**config.mk**
```make
export PLATFORM = sky130hd
export DESIGN_NAME = hcl_to_rgb_converter_unit
export DESIGN_NICKNAME = d
export VERILOG_FILES = /design/src/hdl/hcl2rgb_pkg.sv /design/src/hdl/hcl2rgb_sector.sv /design/src/hdl/hcl2rgb_weight.sv /design/src/hdl/hcl2rgb_clamp.sv /design/src/hdl/hcl_to_rgb_converter_unit.sv
export SDC_FILE = /design/constraint.sdc
export NUM_CORES = 1
export LEC_CHECK = 0
export BUFFER_PORTS_ARGS = -buffer_cell sky130_fd_sc_hd__buf_2
export CAP_MARGIN = 20
export CORE_MARGIN = 2
export CORE_UTILIZATION = 40
export CTS_CLUSTER_DIAMETER = 150
export CTS_CLUSTER_SIZE = 14
export DETAILED_ROUTE_END_ITERATION = 7
export PLACE_DENSITY_LB_ADDON = 0.05
export SYNTH_ARGS = -nofsm -noshare
export SYNTH_HDL_FRONTEND = slang
export SYNTH_HIERARCHICAL = 1
export SYNTH_SLANG_ARGS = --single-unit
```
**constraint.sdc**
```tcl
create_clock -name clock -period 7.3 [get_ports clock]
set_input_delay 1.46 -clock clock [delete_from_list [all_inputs] [get_ports clock]]
set_output_delay 1.46 -clock clock [all_outputs]
set_load 0.05 [all_outputs]
```
**src/hdl/hcl2rgb_pkg.sv**
```systemverilog
// Shared types and constants for the hue/chroma/luma to RGB converter.
// Used by every module of the converter; depends on nothing.
`default_nettype none

package hcl2rgb_pkg;

   // Hue layout: 256 units per 60-degree sector, six sectors per circle.
   localparam int unsigned HUE_W        = 11;
   localparam int unsigned POS_W        = 8;
   localparam int unsigned CODE_W       = 8;
   localparam int unsigned PROV_W       = 16;
   localparam int unsigned LUMA_SUM_W   = 32;

   localparam logic [HUE_W-1:0] HUE_FULL_CIRCLE = 11'd1536;

   // Rec.601 luma weights in Q0.16; they add up to exactly 1.0.
   localparam logic [15:0] WEIGHT_RED   = 16'd19595;
   localparam logic [15:0] WEIGHT_GREEN = 16'd38470;
   localparam logic [15:0] WEIGHT_BLUE  = 16'd7471;

   // Provisional color, in units of 1/(255*256), plus the target luma.
   typedef struct packed {
      logic [PROV_W-1:0] pr;
      logic [PROV_W-1:0] pg;
      logic [PROV_W-1:0] pb;
      logic [CODE_W-1:0] luma;
   } prov_type;

   // Provisional color with its luma, in units of 1/(255*2^24).
   typedef struct packed {
      prov_type              prov;
      logic [LUMA_SUM_W-1:0] prov_luma;
   } prov_luma_type;

   // Load enables of the two register stages in the luma unit.
   typedef struct packed {
      logic prod_load;
      logic sum_load;
   } weight_ctl_type;

endpackage

`default_nettype wire

```
**src/hdl/hcl2rgb_sector.sv**
```systemverilog
// First pipeline stage: hue wrap, sector decode and provisional color.
// Depends on hcl2rgb_pkg.
`default_nettype none

module hcl2rgb_sector
   import hcl2rgb_pkg::*;
(
   input  wire logic              clock,
   input  wire logic              load,
   input  wire logic [HUE_W-1:0]  hue,
   input  wire logic [CODE_W-1:0] chroma,
   input  wire logic [CODE_W-1:0] luma,
   output      prov_type          prov
);

   // Sector codes, named after the hue span they cover.
   localparam logic [2:0] SECTOR_RED_YELLOW    = 3'd0;
   localparam logic [2:0] SECTOR_YELLOW_GREEN  = 3'd1;
   localparam logic [2:0] SECTOR_GREEN_CYAN    = 3'd2;
   localparam logic [2:0] SECTOR_CYAN_BLUE     = 3'd3;
   localparam logic [2:0] SECTOR_BLUE_MAGENTA  = 3'd4;

   logic [HUE_W-1:0]  hue_wrap;
   logic [2:0]        sector;
   logic [POS_W-1:0]  pos;
   logic [POS_W:0]    ramp;
   logic [PROV_W:0]   secondary_full;
   logic [PROV_W-1:0] big;
   logic [PROV_W-1:0] secondary;
   prov_type          prov_in;
   prov_type          prov_ff;

   always_comb begin
      hue_wrap   = (hue >= HUE_FULL_CIRCLE) ? hue - HUE_FULL_CIRCLE : hue;
      sector     = hue_wrap[HUE_W-1:POS_W];
      pos        = hue_wrap[POS_W-1:0];
      // Odd sectors ramp down, even sectors ramp up.
      ramp       = sector[0] ? ((POS_W+1)'(1 << POS_W) - {1'b0, pos}) : {1'b0, pos};
      secondary_full = {{(PROV_W+1-CODE_W){1'b0}}, chroma}
                     * {{(PROV_W-POS_W){1'b0}}, ramp};
      // chroma * 256 at most is 65280, so 16 bits always suffice.
      secondary  = secondary_full[PROV_W-1:0];
      big        = {chroma, {POS_W{1'b0}}};

      prov_in.pr   = '0;
      prov_in.pg   = '0;
      prov_in.pb   = '0;
      prov_in.luma = luma;
      unique case (sector)
         SECTOR_RED_YELLOW: begin
            prov_in.pr = big;
            prov_in.pg = secondary;
         end
         SECTOR_YELLOW_GREEN: begin
            prov_in.pr = secondary;
            prov_in.pg = big;
         end
         SECTOR_GREEN_CYAN: begin
            prov_in.pg = big;
            prov_in.pb = secondary;
         end
         SECTOR_CYAN_BLUE: begin
            prov_in.pg = secondary;
            prov_in.pb = big;
         end
         SECTOR_BLUE_MAGENTA: begin
            prov_in.pb = big;
            prov_in.pr = secondary;
         end
         default: begin
            prov_in.pb = secondary;
            prov_in.pr = big;
         end
      endcase
   end

   always_ff @(posedge clock) begin
      if (load) begin
         prov_ff <= prov_in;
      end
   end

   assign prov = prov_ff;

endmodule

`default_nettype wire

```
**src/hdl/hcl2rgb_weight.sv**
```systemverilog
// Second and third pipeline stages: weighted products, then the luma sum.
// Depends on hcl2rgb_pkg.
`default_nettype none

module hcl2rgb_weight
   import hcl2rgb_pkg::*;
(
   input  wire logic           clock,
   input  wire weight_ctl_type ctl,
   input  wire prov_type       prov,
   output prov_luma_type       prov_luma
);

   logic [LUMA_SUM_W-1:0] prod_r_in;
   logic [LUMA_SUM_W-1:0] prod_g_in;
   logic [LUMA_SUM_W-1:0] prod_b_in;
   logic [LUMA_SUM_W-1:0] prod_r_ff;
   logic [LUMA_SUM_W-1:0] prod_g_ff;
   logic [LUMA_SUM_W-1:0] prod_b_ff;
   prov_type              prov_ff;
   logic [LUMA_SUM_W:0]   sum_full;
   prov_luma_type         prov_luma_in;
   prov_luma_type         prov_luma_ff;

   always_comb begin
      prod_r_in = LUMA_SUM_W'(WEIGHT_RED)   * LUMA_SUM_W'(prov.pr);
      prod_g_in = LUMA_SUM_W'(WEIGHT_GREEN) * LUMA_SUM_W'(prov.pg);
      prod_b_in = LUMA_SUM_W'(WEIGHT_BLUE)  * LUMA_SUM_W'(prov.pb);
   end

   always_ff @(posedge clock) begin
      if (ctl.prod_load) begin
         prod_r_ff <= prod_r_in;
         prod_g_ff <= prod_g_in;
         prod_b_ff <= prod_b_in;
         prov_ff   <= prov;
      end
   end

   // The weights add up to 1.0 and each channel is at most 1.0, so the
   // luma sum never leaves 32 bits.
   always_comb begin
      sum_full = {1'b0, prod_r_ff} + {1'b0, prod_g_ff} + {1'b0, prod_b_ff};
      prov_luma_in.prov      = prov_ff;
      prov_luma_in.prov_luma = sum_full[LUMA_SUM_W-1:0];
   end

   always_ff @(posedge clock) begin
      if (ctl.sum_load) begin
         prov_luma_ff <= prov_luma_in;
      end
   end

   assign prov_luma = prov_luma_ff;

endmodule

`default_nettype wire

```
**src/hdl/hcl2rgb_clamp.sv**
```systemverilog
// Last pipeline stage: luma offset, clamp to 0..1.0 and round to 8 bits.
// Depends on hcl2rgb_pkg.
`default_nettype none

module hcl2rgb_clamp
   import hcl2rgb_pkg::*;
(
   input  wire logic              clock,
   input  wire logic              load,
   input  wire prov_luma_type     prov_luma,
   output logic [CODE_W-1:0]      red,
   output logic [CODE_W-1:0]      green,
   output logic [CODE_W-1:0]      blue
);

   localparam int unsigned S_W = 35;
   localparam logic signed [S_W-1:0] S_TOP = 35'sd255 <<< 24;

   // S = P*2^16 + luma*2^24 - L, clamped to 0..255*2^24, then rounded.
   function automatic logic [CODE_W-1:0] channel_code(
      input logic [PROV_W-1:0]     p,
      input logic [CODE_W-1:0]     luma,
      input logic [LUMA_SUM_W-1:0] lsum
   );
      logic signed [S_W-1:0] s;
      logic [31:0]           rounded;
      logic [CODE_W-1:0]     code;
      s = $signed({3'b000, p, 16'h0000})
        + $signed({3'b000, luma, 24'h000000})
        - $signed({3'b000, lsum});
      rounded = s[31:0] + 32'h0080_0000;
      if (s[S_W-1]) begin
         code = '0;
      end else if (s > S_TOP) begin
         code = '1;
      end else begin
         code = rounded[31:24];
      end
      return code;
   endfunction

   logic [CODE_W-1:0] red_in;
   logic [CODE_W-1:0] green_in;
   logic [CODE_W-1:0] blue_in;
   logic [CODE_W-1:0] red_ff;
   logic [CODE_W-1:0] green_ff;
   logic [CODE_W-1:0] blue_ff;

   always_comb begin
      red_in   = channel_code(prov_luma.prov.pr, prov_luma.prov.luma, prov_luma.prov_luma);
      green_in = channel_code(prov_luma.prov.pg, prov_luma.prov.luma, prov_luma.prov_luma);
      blue_in  = channel_code(prov_luma.prov.pb, prov_luma.prov.luma, prov_luma.prov_luma);
   end

   always_ff @(posedge clock) begin
      if (load) begin
         red_ff   <= red_in;
         green_ff <= green_in;
         blue_ff  <= blue_in;
      end
   end

   assign red   = red_ff;
   assign green = green_ff;
   assign blue  = blue_ff;

endmodule

`default_nettype wire

```
**src/hdl/hcl_to_rgb_converter_unit.sv**
```systemverilog
// Each accepted request beat passes the four register stages (sector decode,
// weight products, luma sum, clamp and round) in order to its response beat.
// Throughput: one pixel per cycle through every stage while rsp_stall is low.
// A stalled response holds only the stages that are occupied; bubbles close up.
// Reset (synchronous, active high) clears the stage valid bits only.
// Top level of the converter; depends on hcl2rgb_pkg and the stage modules.
`default_nettype none

module hcl_to_rgb_converter_unit
   import hcl2rgb_pkg::*;
(
   input  wire logic              clock,
   input  wire logic              reset,

   input  wire logic              req_valid,
   output      logic              req_stall,
   input  wire logic [HUE_W-1:0]  req_hue,
   input  wire logic [CODE_W-1:0] req_chroma,
   input  wire logic [CODE_W-1:0] req_luma,

   output      logic              rsp_valid,
   input  wire logic              rsp_stall,
   output      logic [CODE_W-1:0] rsp_red,
   output      logic [CODE_W-1:0] rsp_green,
   output      logic [CODE_W-1:0] rsp_blue
);

   // One valid bit per register stage. Stage four is the response register.
   logic sector_valid_ff;
   logic sector_valid_in;
   logic prod_valid_ff;
   logic prod_valid_in;
   logic sum_valid_ff;
   logic sum_valid_in;
   logic out_valid_ff;
   logic out_valid_in;

   // A stage loads when it is empty or when the stage after it loads too.
   // This lets a bubble anywhere in the pipe be filled while the output is
   // stalled, and a full pipe under stall pushes back on the request side.
   logic sector_load;
   logic prod_load;
   logic sum_load;
   logic out_load;

   prov_type       prov;
   prov_luma_type  prov_luma;
   weight_ctl_type weight_ctl;

   always_comb begin
      out_load    = !out_valid_ff || !rsp_stall;
      sum_load    = !sum_valid_ff || out_load;
      prod_load   = !prod_valid_ff || sum_load;
      sector_load = !sector_valid_ff || prod_load;

      sector_valid_in = sector_load ? req_valid       : sector_valid_ff;
      prod_valid_in   = prod_load   ? sector_valid_ff : prod_valid_ff;
      sum_valid_in    = sum_load    ? prod_valid_ff   : sum_valid_ff;
      out_valid_in    = out_load    ? sum_valid_ff    : out_valid_ff;

      weight_ctl.prod_load = prod_load;
      weight_ctl.sum_load  = sum_load;
   end

   always_ff @(posedge clock) begin
      if (reset) begin
         sector_valid_ff <= 1'b0;
         prod_valid_ff   <= 1'b0;
         sum_valid_ff    <= 1'b0;
         out_valid_ff    <= 1'b0;
      end else begin
         sector_valid_ff <= sector_valid_in;
         prod_valid_ff   <= prod_valid_in;
         sum_valid_ff    <= sum_valid_in;
         out_valid_ff    <= out_valid_in;
      end
   end

   assign req_stall = !sector_load;
   assign rsp_valid = out_valid_ff;

   // Stage one: wrap the hue, pick the sector, place chroma and x.
   hcl2rgb_sector u_sector (
      .clock  (clock),
      .load   (sector_load),
      .hue    (req_hue),
      .chroma (req_chroma),
      .luma   (req_luma),
      .prov   (prov)
   );

   // Stages two and three: weighted products, then the provisional luma.
   hcl2rgb_weight u_weight (
      .clock     (clock),
      .ctl       (weight_ctl),
      .prov      (prov),
      .prov_luma (prov_luma)
   );

   // Stage four: add the luma offset, clamp and round each channel.
   hcl2rgb_clamp u_clamp (
      .clock     (clock),
      .load      (out_load),
      .prov_luma (prov_luma),
      .red       (rsp_red),
      .green     (rsp_green),
      .blue      (rsp_blue)
   );

   // An accepted request beat always lands in the first stage.
   a_accept_lands: assert property (@(posedge clock) disable iff (reset)
      (req_valid && !req_stall) |=> sector_valid_ff)
      else $error("accepted request beat did not enter the first stage");

   // With the response side free, every stage can advance, so no back-pressure.
   a_no_stall_when_free: assert property (@(posedge clock) disable iff (reset)
      !rsp_stall |-> !req_stall)
      else $error("request stalled while the response side is free");

   // A full pipe with a stalled response must push back on the request side.
   a_full_pushes_back: assert property (@(posedge clock) disable iff (reset)
      (rsp_stall && sector_valid_ff && prod_valid_ff && sum_valid_ff && out_valid_ff)
      |-> req_stall)
      else $error("full pipeline failed to stall the request side");

   // A stalled response keeps the stage behind it occupied.
   a_stall_holds_sum: assert property (@(posedge clock) disable iff (reset)
      (rsp_valid && rsp_stall && sum_valid_ff) |=> sum_valid_ff)
      else $error("stage three lost its beat during a response stall");

endmodule

`default_nettype wire

```
==> results.toml, run 1 <==
[outcome]
status = "completed"

[grt]
grt_usage = 0.212
grt_pass1_wl_um = 134000
grt_antenna_before_repair = 6
grt_pass1_vias = 22800
overflow = 0
grt_max_degree = 72

[yosys]
synth_nets = 3821
synth_edf_count = 312
yosysUniqueCellTypes = 98
syn_area_sq_um = 32100
ys_ff_latch = 316
synth.avg_cell_area_sq_um = 10.7
ys.flop_type = "edfxtp_1"
synth_cells = 3012
async_flop_share = 0
yosys_warnings = 6
synth-seq-area-share = 0.295

[worst_setup_path]
required_ps = 7600
endpoint_kind = "flop"
r2r_start = "u_sector/prov[52]$_DFFE_PP_"
r2r_cells = 19
worstPathMaxFanout = 8
crit_type = "input pin to flop"
worst-endpoint-arrival_ps = 6620
cp-start-kind = "input pin"
reg2reg_to = "u_weight/prod_r_ff[28]$_DFFE_PP_"
ff2ff_setup_slack_ps = 1260

[clock_tree]
insertion_delay_ps = 580
cts_setup_buffers = 0
clockBufferDepth = 3
ctsHoldBuffers = 0
clk_pin_slew_worst_paths_ps = 80
cts_buffers = 26
clock-root-buffer = "clkbuf_16"
cts_tree = "yes"
cts_sinks = 316
htreeDepth = 1
post_cts_resized = 0

[sta]
worstMarginPinSlew_ps = 1070
rsz0062_at_grt = "no"
setup_tns_ps = 0
finalSetupViolations = 0
report.final.slew_viol_count = 0
max_clock_freq_ghz = 0.158
hold_viol_final = 0
fin_crit_sh = 0.866
maxSlewHeadroom = 0.276
fin_crit_ps = 6320
clock_skew_ps = 22.3

[die]
core_sq_um = 79100
rows = 103
die-area_sq_um = 82500
start_util = 0.405
dieWidth_um = 287
die_h_um = 287
ios = 57

[drt]
viasPerCell = 5.29
antenna_left = 0
vias = 21800
wl_per_cell_um = 20.8
wirelength_um = 85800
drc = 0
first_pass_iters = 6
drtIter0Drc = 1174

[hold_path]
hp-start = "u_weight/prov_ff[34]$_DFFE_PP_"
min_path_type = "flop to flop"
hold_path_end = "u_weight/prov_luma[66]$_DFFE_PP_"
min_path_cells = 0

[final_layout]
antenna_cells = 0
seqCellArea_sq_um = 9450
syn_to_final_growth_pct = 7.07
final_cell_mix = "555 x inv_1, 498 x ha_1, 312 x edfxtp_1, 280 x fa_1, 165 x a21oi_1"
drive_above_1_share = 0.0484
fin_nets = 3875
final_common_cell = "inv_1"
fill_cells = 7618
multi_input_area_sq_um = 20400

[placed_design]
portBuffers = 56
place_congestion = 0.867
dp_hpwl_um = 71000

[flow_run]
maxCapViolations = 0
-- worst max path at each step --
| stage | startpoint | cells after the start | endpoint |
|---|---|---|---|
| floorplan | req_hue[0] | 19 | u_sector/prov[37]$_DFFE_PP_ |
| global placement | req_hue[5] | 18 | u_sector/prov[39]$_DFFE_PP_ |
| detailed placement | req_hue[5] | 18 | u_sector/prov[23]$_DFFE_PP_ |
| CTS | req_hue[5] | 18 | u_sector/prov[20]$_DFFE_PP_ |
| global route | req_hue[5] | 18 | u_sector/prov[23]$_DFFE_PP_ |
| finish | req_hue[5] | 18 | u_sector/prov[39]$_DFFE_PP_ |
-- Yosys cell counts (6+ instances only) --
cell | n | area (sq um)
a211o_1 | 7 | 61.3
a211oi_1 | 26 | 195
a21o_1 | 87 | 653
a21oi_1 | 165 | 826
a221oi_1 | 9 | 78.8
a22o_1 | 15 | 131
a311oi_1 | 6 | 52.6
a31oi_1 | 21 | 131
and2_1 | 34 | 213
and3_1 | 27 | 169
and4_1 | 9 | 78.8
clkbuf_1 | 42 | 158
edfxtp_1 | 312 | 9370
fa_1 | 280 | 5610
ha_1 | 498 | 6230
inv_1 | 555 | 2080
mux2_2 | 6 | 67.6
mux2i_1 | 9 | 90.1
nand2_1 | 117 | 439
nand2b_1 | 27 | 169
nand3_1 | 49 | 245
nand4_1 | 27 | 169
nor2_1 | 111 | 417
nor2b_1 | 70 | 438
nor3_1 | 30 | 150
nor4_1 | 13 | 81.3
o211a_1 | 7 | 70.1
o211ai_1 | 16 | 120
o21a_1 | 22 | 165
o21ai_0 | 81 | 405
o21bai_1 | 11 | 82.6
o31ai_1 | 13 | 97.6
or2_2 | 7 | 43.8
or3_1 | 11 | 68.8
xnor2_1 | 104 | 911
xor2_1 | 60 | 526
-- critical path, stage by stage --
cell and delay (ps):
buf_2 120, nor4_1 440, nand2_1 100, nand2_1 90
xor2_1 570, nor2b_1 150, fa_1 580, fa_1 440
fa_1 540, inv_1 50, fa_1 520, inv_1 40
ha_1 260, a41o_1 290, a221oi_1 300, a21boi_0 360
xnor2_1 190, o21ai_0 110
-- routing by layer --
| metal | vias up | GRT usage | routed length (um) |
|---|---|---|---|
| li1 | 10600 | - | - |
| met1 | 10900 | 0.297 | 40500 |
| met2 | 353 | 0.363 | 41300 |
| met3 | 56 | 0.0176 | 2320 |
| met4 | 0 | 0.0396 | 1660 |
| met5 | - | 0 | 0 |
-- stage by stage --
step | hold WS (ps) | worst slack, ps | util | instance area, sq um | std cells
floorplan | 400 | 973 | - | 32100 | 3012
global placement | 406 | 534 | 0.425 | 33600 | 4088
detailed placement | 405 | 418 | 0.425 | 33600 | 4088
CTS | 412 | 1040 | 0.434 | 34300 | 4128
global route | 432 | 597 | 0.434 | 34300 | 4128
finish | 406 | 980 | 0.434 | 34300 | 4128
-- kinds of logic (layout without fill, tap and decap cells) --
| group | Yosys count | in the layout | synth area share |
|---|---|---|---|
| buffers and inverters | 603 | 669 | 0.0710 |
| flip-flops | 316 | 316 | 0.295 |
| AO/OA/AOI/OAI | 572 | 572 | 0.122 |
| adder cells (fa/ha/maj) | 778 | 778 | 0.369 |
| multiplexers | 16 | 16 | 0.00562 |
| AND/OR/NAND/NOR | 563 | 563 | 0.0928 |
| XOR/XNOR | 164 | 164 | 0.0448 |
-- area by class of cell --
type / count / area share
multi-input cells: 2093 / 0.593
flip-flops and latches: 316 / 0.275
inverters: 555 / 0.0607
well taps: 1050 / 0.0382
clock buffers: 38 / 0.0203
repair buffers: 74 / 0.0121
clock inverters: 2 / 0.000729
-- registers in the layout, indices dropped and copies added, names as in the netlist --
register and cells:
u_weight/prov_luma 88, u_sector/prov 56, rsp_valid 1, sector_valid_ff 1
u_clamp/blue 8, u_clamp/red 8, u_weight/prod_r_ff 30, prod_valid_ff 1
u_weight/prov_ff 56, u_weight/prod_b_ff 28, sum_valid_ff 1, u_clamp/green 8
u_weight/prod_g_ff 30
Power of run 1 is left out: the tool's default activity adds up to more than one toggle a clock period on the data nets, which glitch-free logic cannot reach.
==> run 2: changes to the inputs <==
- ABC_AREA: default -> 1
- clock period: 7.3 -> 6.7 ns (I/O delays scaled with it)
==> run 2 against run 1 <==
Against the previous run: critical path depth grew 6; final area increased by 13%; via count up 26%; sequential share of layout area shrank 3.1 points; worst hold slack improved by 2.4 ps; worst setup slack gained 66 ps; core utilization is 0.26 points lower; synthesized cell count rose by 50%; area after synthesis rose by 13%; register-to-register slack improved by 60 ps; clock skew rose by 27 ps.
==> results.toml, run 2 <==
[yosys]
synth_cells = 4519
async_flop_share = 0
synth-seq-area-share = 0.261
ys_top_cells_by_count = "1179 x nand2_1, 1070 x inv_1, 498 x ha_1"
ys_ff_latch = 316
synth_top_area_share = 0.259
synthTopCellsByArea = "edfxtp_1 26%, ha_1 17%, fa_1 15%, nand2_1 12%, inv_1 11%"
yosysMostFrequentCell = "nand2_1"
synth_edf_count = 312
ys.flop_type = "edfxtp_1"
syn_area_sq_um = 36200
synth.avg_cell_area_sq_um = 8.02
yosysUniqueCellTypes = 48
yosys_warnings = 6
synth_nets = 5328
synth_top_area_cell = "edfxtp_1"

[die]
ios = 57
dieWidth_um = 305
start_util = 0.403
die-area_sq_um = 93000
rows = 110
core_sq_um = 89900
die_h_um = 305

[worst_setup_path]
cp-start-kind = "input pin"
worstPathMaxFanout = 9
required_ps = 7020
endpoint_kind = "flop"
worst-endpoint-arrival_ps = 5970
ff2ff_setup_slack_ps = 1320
crit_type = "input pin to flop"

[final_layout]
fin_nets = 5414
syn_to_final_growth_pct = 7.05
finish.instance_area_sq_um = 38800
largest_reg_flops = 88
antenna_cells = 0
final_common_cell = "nand2_1"
final_cell_mix = "1178 x nand2_1, 1070 x inv_1, 498 x ha_1, 343 x nor2_1, 312 x edfxtp_1"
final_util = 0.431
drive_above_1_share = 0.0611
stdcell_count = 5793

[placed_design]
place_congestion = 0.918
dpl_cell_area_sq_um = 38000
dp_cells = 5753
dp_hpwl_um = 88600
portBuffers = 56

[clock_tree]
clock-root-buffer = "clkbuf_16"
htreeDepth = 1
cts_setup_buffers = 0
cts_buffers = 26
clockBufferDepth = 3
cts_tree = "yes"
post_cts_resized = 0
ctsHoldBuffers = 0
clk_pin_slew_worst_paths_ps = 80
insertion_delay_ps = 580
cts_sinks = 316

[drt]
first_pass_iters = 6
antenna_left = 0
drtIter0Drc = 1460
drc = 0
vias = 27400
wirelength_um = 102000
viasPerCell = 4.73
wl_per_cell_um = 17.7

[grt]
grt_antenna_before_repair = 8
grt_max_degree = 146
grt_usage = 0.226
overflow = 0
grt_pass1_wl_um = 161000
grt_pass1_vias = 27900

[sta]
maxSlewHeadroom = 0.337
hold_viol_final = 0
setup_tns_ps = 0
fin_crit_ps = 5650
fin_crit_sh = 0.844
clock_skew_ps = 49.3
worstMarginPinSlew_ps = 994
report.final.slew_viol_count = 0
max_clock_freq_ghz = 0.177
finalSetupViolations = 0
rsz0062_at_grt = "no"

[hold_path]
min_path_type = "flop to flop"

[outcome]
status = "completed"

[flow_run]
maxCapViolations = 0
-- run 2: cell count changes after synthesis, moves of 32 or more --
cell	delta
nor2_1	+232
nor2b_1	-70
nand3_1	+216
o21ai_0	-53
a21oi_1	-32
xnor2_1	-86
a21o_1	-80
inv_1	+515
clkbuf_1	-40
nand2_1	+1062
nand2_2	+54
-- run 2: layer usage --
| layer | GRT usage | vias up | wire length [um] |
|---|---|---|---|
| met3 | 0.0136 | 67 | 2810 |
| li1 | - | 14200 | - |
| met1 | 0.310 | 12800 | 48400 |
| met5 | 0 | - | 0 |
| met2 | 0.396 | 420 | 49500 |
| met4 | 0.0397 | 0 | 1810 |
-- run 2: metrics by stage --
step | hold slack, ps | worst slack, ps
CTS | 407 | 1010
finish | 409 | 1050
detailed placement | 405 | 403
global placement | 402 | 489
global route | 411 | 663
floorplan | 400 | 1050
-- run 2: path summary, 6_finish.rpt --
path | startpoint | end | cells after the start
max reg2reg | u_sector/prov[53]$_DFFE_PP_ | u_weight/prod_r_ff[30]$_DFFE_PP_ | 19
min | u_weight/prov_ff[54]$_DFFE_PP_ | u_weight/prov_luma[86]$_DFFE_PP_ | 0
max | req_hue[0] | u_sector/prov[23]$_DFFE_PP_ | 24
min reg2reg | u_weight/prov_ff[54]$_DFFE_PP_ | u_weight/prov_luma[86]$_DFFE_PP_ | 0
-- run 2: layout make-up --
cell class	count	area, sq um
clock inverter	2	33.8
timing repair buffer	65	360
tap	1176	1470
fill	9274	51100
sequential	316	9450
inverter	1101	4130
multi-input combinational	3095	22600
clock buffer	38	717
-- run 2: kinds of logic after synthesis --
kind of cell	Yosys count	share of synthesized area
and+or+nand+nor	2028	0.244
buffers and inverters	1108	0.115
adders and majority gates	778	0.327
DFF	316	0.261
AOI/OAI and AO/OA	202	0.0307
xor gates and xnor gates	87	0.0220
-- run 2: worst max-delay path, cell delays in order --
cell and delay (ps):
buf_2 190, inv_2 60, ha_1 240, nand3_2 130, nand2_1 60, nand2_1 60
nand2_1 110, inv_1 220, nor2_1 90, fa_1 570, fa_1 440, fa_1 570
inv_1 70, fa_1 540, inv_1 40, ha_1 360, a21oi_1 250, nand2_2 120
nand2_1 100, nand2_1 50, nor2_1 90, nand3_1 120, nand3_1 100, nand2_1 60
Power of run 2 is left out for the same reason.
